## src/sv/peps_pkg.sv

```systemverilog
// Shared types and register codes of the pitch edit point selector.
`timescale 1ns / 1ps
`default_nettype none

package peps_pkg;

    // Configuration register indexes
    localparam logic [1:0] REG_FRAME_INTERVAL       = 2'd0;
    localparam logic [1:0] REG_GRADIENT_THRESHOLD   = 2'd1;
    localparam logic [1:0] REG_CONFIDENCE_THRESHOLD = 2'd2;

    // Reset values of the configuration registers
    localparam logic [15:0] FRAME_INTERVAL_RST       = 16'd10;
    localparam logic [15:0] GRADIENT_THRESHOLD_RST   = 16'd160;
    localparam logic [7:0]  CONFIDENCE_THRESHOLD_RST = 8'd128;

    // One decision on one frame
    typedef struct packed {
        logic [15:0] frame_index;
        logic        keep;
        logic        run_last;
        logic        sequence_end;
    } result_t;

endpackage

`default_nettype wire

```

## src/sv/pitch_edit_point_selector.sv

```systemverilog
// Top level of the pitch edit point selector: frame window, decisions, result queue.
`timescale 1ns / 1ps
`default_nettype none

// The first result of a request shows on the outputs in the cycle after acceptance.
// Throughput: one frame per cycle while each request yields at most one result and out_stall
// is low; a final frame yields up to three results, drained one per cycle from the result
// queue while out_stall is low, and the next request waits until the last is being taken.
// Reset (rst_n low, asynchronous) clears the frame window, the counters and the queue
// and loads the register defaults; the window also clears itself after every final frame.
module pitch_edit_point_selector #(
    parameter int MAX_FRAMES = 65536,
    parameter int FREQ_BITS  = 16
) (
    input  wire logic                 clk,
    input  wire logic                 rst_n,

    input  wire logic                 in_valid,
    output logic                      in_stall,
    input  wire logic [FREQ_BITS-1:0] frequency,
    input  wire logic [7:0]           confidence,
    input  wire logic                 final_frame,

    output logic                      out_valid,
    input  wire logic                 out_stall,
    output logic [15:0]               frame_index,
    output logic                      keep,
    output logic                      run_last,
    output logic                      sequence_end,

    input  wire logic                 cfg_valid,
    output logic                      cfg_ready,
    input  wire logic [1:0]           cfg_index,
    input  wire logic [15:0]          cfg_data
);

    localparam int CW = (FREQ_BITS > 16) ? FREQ_BITS : 16;
    localparam logic [15:0] LAST_IDX = 16'(MAX_FRAMES - 1);

    // Configuration registers
    logic [15:0] frame_interval_reg;
    logic [15:0] gradient_threshold_reg;
    logic [7:0]  confidence_threshold_reg;

    // Frame window: entry 0 is the newest
    logic [FREQ_BITS-1:0] freq_hist_reg [2];
    logic [1:0]           conf_hist_reg;
    logic [1:0]           uni_hist_reg;
    logic [1:0]           jump_hist_reg;
    logic [15:0]          frame_count_reg;
    logic [15:0]          phase_count_reg;

    // Result queue
    peps_pkg::result_t pend_reg [3];
    logic [1:0]        count_reg;

    logic              accept;
    logic              pop;
    logic              conf_now;
    logic              jump_prev;
    logic              has_a;
    logic              has_b;
    logic [CW-1:0]     gt_w;
    logic [CW-1:0]     step_old;
    logic [CW-1:0]     step_new;
    logic [15:0]       phase_inc;
    peps_pkg::result_t res_a;
    peps_pkg::result_t res_b;
    peps_pkg::result_t res_c;
    peps_pkg::result_t list_next [3];
    logic [1:0]        list_count;

    function automatic logic [FREQ_BITS-1:0] abs_step(
        input logic [FREQ_BITS-1:0] a,
        input logic [FREQ_BITS-1:0] b
    );
        return (a > b) ? (a - b) : (b - a);
    endfunction

    // Handshakes
    assign cfg_ready = 1'b1;
    assign out_valid = (count_reg != 2'd0);
    assign pop       = out_valid && !out_stall;
    assign in_stall  = (count_reg > 2'd1) || ((count_reg == 2'd1) && out_stall);
    assign accept    = in_valid && !in_stall;

    assign frame_index  = pend_reg[0].frame_index;
    assign keep         = pend_reg[0].keep;
    assign run_last     = pend_reg[0].run_last;
    assign sequence_end = pend_reg[0].sequence_end;

    // Decide the pending frames
    always_comb
    begin
        conf_now  = (confidence >= confidence_threshold_reg);
        gt_w      = CW'(gradient_threshold_reg);
        step_old  = CW'(abs_step(freq_hist_reg[0], freq_hist_reg[1]));
        step_new  = CW'(abs_step(frequency, freq_hist_reg[0]));
        has_a     = (frame_count_reg >= 16'd2);
        has_b     = final_frame && (frame_count_reg >= 16'd1);
        jump_prev = has_a && conf_hist_reg[0] && ((step_old > gt_w) || (step_new > gt_w));

        res_a.frame_index  = frame_count_reg - 16'd2;
        res_a.keep         = conf_hist_reg[1] &&
                             (uni_hist_reg[1] || jump_hist_reg[1] ||
                              jump_hist_reg[0] || jump_prev);
        res_a.run_last     = !final_frame;
        res_a.sequence_end = 1'b0;

        res_b.frame_index  = frame_count_reg - 16'd1;
        res_b.keep         = conf_hist_reg[0] &&
                             (uni_hist_reg[0] || jump_hist_reg[0] || jump_prev);
        res_b.run_last     = 1'b0;
        res_b.sequence_end = 1'b0;

        res_c.frame_index  = frame_count_reg;
        res_c.keep         = conf_now;
        res_c.run_last     = 1'b1;
        res_c.sequence_end = 1'b1;

        // Pack the results in index order
        list_next[0] = res_c;
        list_next[1] = res_c;
        list_next[2] = res_c;
        list_count   = 2'd1;
        if (!final_frame)
        begin
            list_next[0] = res_a;
            list_count   = has_a ? 2'd1 : 2'd0;
        end
        else if (has_a)
        begin
            list_next[0] = res_a;
            list_next[1] = res_b;
            list_count   = 2'd3;
        end
        else if (has_b)
        begin
            list_next[0] = res_b;
            list_count   = 2'd2;
        end

        phase_inc = phase_count_reg + 16'd1;
    end

    // Write configuration registers
    always_ff @(posedge clk or negedge rst_n)
    begin
        if (!rst_n)
        begin
            frame_interval_reg       <= peps_pkg::FRAME_INTERVAL_RST;
            gradient_threshold_reg   <= peps_pkg::GRADIENT_THRESHOLD_RST;
            confidence_threshold_reg <= peps_pkg::CONFIDENCE_THRESHOLD_RST;
        end
        else if (cfg_valid && cfg_ready)
        begin
            case (cfg_index)
                peps_pkg::REG_FRAME_INTERVAL:       frame_interval_reg <= cfg_data;
                peps_pkg::REG_GRADIENT_THRESHOLD:   gradient_threshold_reg <= cfg_data;
                peps_pkg::REG_CONFIDENCE_THRESHOLD: confidence_threshold_reg <= cfg_data[7:0];
                default: ;
            endcase
        end
    end

    // Advance the frame window, clear it after a final frame
    always_ff @(posedge clk or negedge rst_n)
    begin
        if (!rst_n)
        begin
            freq_hist_reg[0] <= '0;
            freq_hist_reg[1] <= '0;
            conf_hist_reg    <= '0;
            uni_hist_reg     <= '0;
            jump_hist_reg    <= '0;
            frame_count_reg  <= '0;
            phase_count_reg  <= '0;
        end
        else if (accept)
        begin
            if (final_frame)
            begin
                freq_hist_reg[0] <= '0;
                freq_hist_reg[1] <= '0;
                conf_hist_reg    <= '0;
                uni_hist_reg     <= '0;
                jump_hist_reg    <= '0;
                frame_count_reg  <= '0;
                phase_count_reg  <= '0;
            end
            else
            begin
                freq_hist_reg[0] <= frequency;
                freq_hist_reg[1] <= freq_hist_reg[0];
                conf_hist_reg    <= {conf_hist_reg[0], conf_now};
                uni_hist_reg     <= {uni_hist_reg[0], (phase_count_reg == 16'd0)};
                jump_hist_reg    <= {jump_hist_reg[0], jump_prev};
                if (frame_count_reg != LAST_IDX)
                begin
                    frame_count_reg <= frame_count_reg + 16'd1;
                end
                phase_count_reg <= (phase_inc >= frame_interval_reg) ? 16'd0 : phase_inc;
            end
        end
    end

    // Track queue fill
    always_ff @(posedge clk or negedge rst_n)
    begin
        if (!rst_n)
        begin
            count_reg <= 2'd0;
        end
        else if (accept)
        begin
            count_reg <= list_count;
        end
        else if (pop)
        begin
            count_reg <= count_reg - 2'd1;
        end
    end

    // Load or shift the queued results
    always_ff @(posedge clk)
    begin
        if (accept)
        begin
            pend_reg[0] <= list_next[0];
            pend_reg[1] <= list_next[1];
            pend_reg[2] <= list_next[2];
        end
        else if (pop)
        begin
            pend_reg[0] <= pend_reg[1];
            pend_reg[1] <= pend_reg[2];
        end
    end

endmodule

`default_nettype wire

```

## config.mk

```make
export PLATFORM = sky130hd
export DESIGN_NAME = pitch_edit_point_selector
export DESIGN_NICKNAME = d
export VERILOG_FILES = /design/src/sv/peps_pkg.sv /design/src/sv/pitch_edit_point_selector.sv
export SDC_FILE = /design/constraint.sdc
export NUM_CORES = 1
export LEC_CHECK = 0
export BUFFER_PORTS_ARGS = -buffer_cell sky130_fd_sc_hd__buf_4
export CAP_MARGIN = 30
export CORE_MARGIN = 5
export CORE_UTILIZATION = 40
export DETAILED_ROUTE_END_ITERATION = 7
export PLACE_DENSITY_LB_ADDON = 0.12
export SKIP_LAST_GASP = 1
export SYNTH_ARGS = -nofsm -noshare
export SYNTH_HDL_FRONTEND = slang
export SYNTH_SLANG_ARGS = --single-unit
```

## constraint.sdc

```tcl
create_clock -name clk -period 5 [get_ports clk]
set_input_delay 0.75 -clock clk [delete_from_list [all_inputs] [get_ports clk]]
set_output_delay 0.75 -clock clk [all_outputs]
set_load 0.005 [all_outputs]
```

==> results.md <==
* Top-Level Pins at 70
* Vias in the first global route at 9638
* Setup violators final at 0
* Port bufs at 68
* Leakage at 6.403 nW
* Post-Place Cells at 1804
* CTS tree: yes
* Final instance area at 14000 um2
* Vias per inst at 5.401
* Hold WC Path Type: input pin to asynchronous set/reset pin
* Post-Synth Simple-Gate Area at 14.31%
* Die area at 33970 um2
* Sequential share of the synthesized area at 36.46%
* Root Buffer: clkbuf_16
* MaxCap Viol Count at 0
* Standard-cell rows at 63
* Pwr dens at 773.7 nW/um2
* Critical Path Start Type: flip-flop
* Diode count at 0
* Cts bufs inserted at 17
* Worst Tran Pin Value at 0.9663 ns
* Initial Util at 40.79%
* Slew Limit Fails at 0
* Max Clock Freq at 210.2 MHz
* Largest family of logic cells by synthesized area: compound AO/OA/AOI/OAI gates
* Leading area contributor after synthesis: dfrtp_1
* H-tree depth at 4
* Worst slew margin at 35.30%
* DR vias at 9922
* Max reg flops at 54
* Hold WS at 0.3671 ns
* Post-synthesis mux area share at 4.551%
* Antenna viol nets, final at 0
* WP data arrival at 4.93 ns
* Final wirelength at 32300 um
* Area of the multi-input gates at 6977 um2
* CTS sink count at 166
* Final Skew at 0.01144 ns
* Async set-reset flop share out of synthesis at 67.47%
* Fin cells at 1837
* HPWL after DPL at 24420 um
* Crit path max fanout at 9
* Most common cell in the netlist: nand2_1
* Cell Area, Synth at 12150 um2
* Overflow after GRT at 0
* Place WS at -0.2810 ns
* Post-Synth XOR/XNOR Area at 5.621%
* FILL cells at 2932
* All-Layer GR Usage at 19.30%
* Main synth FF type: dfrtp_1
* Die width at 184.3 um
* CP Class: flip-flop to flip-flop
* CP required at 5.17 ns
* Worst VDD drop at 0.4376 mV
* Mapped Cells at 1351
* First-pass GRT wire length at 52560 um
* Placed inst area at 13380 um2
* Total core area at 29800 um2
* CP endpoint kind: flip-flop
* Final Hold Vio Count at 0
* Storage cell area at 4431 um2
* Post-synth net total at 1532
* Share of the synthesized area in the top cell type at 22.03%
* Synth area leaders: dfrtp_1 (22%), edfxtp_1 (13%), ha_1 (13%)
* Clk buf depth at 2
* Largest net degree at the start of global routing at 78
* Clock latency on the worst-skew pair at 0.44 ns
* Compound-Gate Fraction of Synth Area at 18.09%
* Synthesized flop and latch total at 166
* Post-synth EDFFs at 54
* Yosys cell types at 66
* Per-cell routed wire length at 17.58 um
* Design Power at 0.01083 W
* DRC Markers at 0
* Area Growth Syn to Fin at 15.23%
* Nets at 1615
* RD Place Congestion at 0.8406
* Ys Warns at 0
* Iteration-0 DRC Markers at 591
* Top post-synthesis cells by count: nand2_1 (156), ha_1 (129), inv_1 (122)
* Status: finished, final reports clean
* Ratio of cells with drive above 1 in the final layout at 16.72%
* Initial antenna violation count at 0
* Die height at 184.3 um
* Syn Area/Cell at 8.995 um2
* Clock transition at path regs at 0.07 ns
* Final min period at 4.758 ns
* Adder-Cell Fraction of Synth Area at 13.94%
* DRT Pass-1 Iters at 5
* Tcrit/Tclk final at 95.17%
* Setup ws final at 0.2415 ns
[kinds of logic (layout without fill, tap and decap cells)]
group / count (synthesis) / in the layout
buf+inv: 204 / 300
other cells: 1 / 1
fa+ha+maj: 133 / 133
xor+xnor: 78 / 78
flops: 166 / 166
mux: 51 / 51
simple gates: 371 / 371
compound gates: 347 / 347
[final cells by class]
class / instances / share of cell area [%]
multi-input combinational: 981 / 49.82
timing repair buffer: 146 / 7.854
sequential: 166 / 31.64
inverter: 122 / 3.270
clock buffer: 18 / 3.065
tap: 390 / 3.485
clock inverter: 14 / 0.8667
[what timing repair did]
item / 4_1_cts / 5_1_grt
resized for setup: 0 / 17
hold buffers: 0 / 0
setup buffers: 0 / 1
endpoints found under the setup margin: 0 / 3
endpoints found under the hold margin: 0 / 0
[cell usage in the layout, fill, tap and decap left out, types with 8 or more instances in the layout]
master,Yosys,layout
nor2_1,70,70
o21a_1,9,9
and3_1,8,8
o211ai_1,23,23
nand4_1,26,26
a21o_1,33,33
inv_1,122,122
o21bai_1,10,10
xor2_1,34,34
ha_1,129,129
nand3_1,20,20
o21ai_0,95,93
mux2i_1,17,15
a211oi_1,9,8
nor3_1,27,25
a31oi_1,8,8
edfxtp_1,54,54
clkbuf_16,0,17
mux2_2,34,34
a21oi_1,77,77
o31ai_1,40,39
nand2_1,156,155
dfrtp_1,107,107
buf_4,17,145
nor2b_1,10,10
nor4_1,12,11
or3_1,10,10
xnor2_1,44,43
[worst max-delay path: stages, from the launching register on]
cell       delay (ns)
dfrtp_1          0.38
buf_4            0.15
inv_1            0.13
fa_2             0.40
a21o_1           0.19
a211oi_1         0.27
buf_4            0.17
o21ai_0          0.14
nand4_1          0.13
nand2_1          0.15
buf_6            0.20
mux2i_2          0.16
o221ai_1         0.24
xor2_1           0.23
ha_1             0.28
and3_1           0.18
a221oi_1         0.28
o2111ai_1        0.16
o2bb2ai_2        0.18
a2111oi_2        0.36
o21ai_0          0.12
[power breakdown]
part | leakage (nW) | internal, W | total, W | switching (W)
sequential | 1.98 | 0.00192 | 0.00220 | 0.000284
combinational | 4.16 | 0.00337 | 0.00736 | 0.00399
clock | 0.263 | 0.000651 | 0.00127 | 0.000622
total | 6.40 | 0.00594 | 0.0108 | 0.00489
[metal layers]
metal	share of wire (%)	track usage, %	vias up	routed length [um]
met5	0	0	-	0
met4	1.1	4.082	0	365
met2	44	29.73	190	14340
met3	4.0	2.566	27	1288
li1	-	-	4921	-
met1	50	29.01	4784	16310
[stage by stage]
step                        TNS [ns]  utilization (%)
final                              0            47.00
after global routing      -0.0009628            47.00
after CTS                          0            46.75
after detailed placement     -0.3848            44.90
after global placement       -0.1164            44.90
after floorplan                    0                -
[final timing paths]
kind	end	depth (start not counted)	startpoint	slack, ns
worst min register to register	conf_hist_reg[1]	2	conf_hist_reg[1]	0.49
worst max register to register	pend_reg[0][2]	20	freq_hist_reg[17]	0.24
worst min-delay path	freq_hist_reg[18]	1	rst_n	0.37
min in group clk	conf_hist_reg[1]	2	conf_hist_reg[1]	0.49
max in group asynchronous	frame_interval_reg[1]	2	rst_n	3.59
worst max-delay path	pend_reg[0][2]	20	freq_hist_reg[17]	0.24
Note: power is estimated with default switching activity, not from simulation.
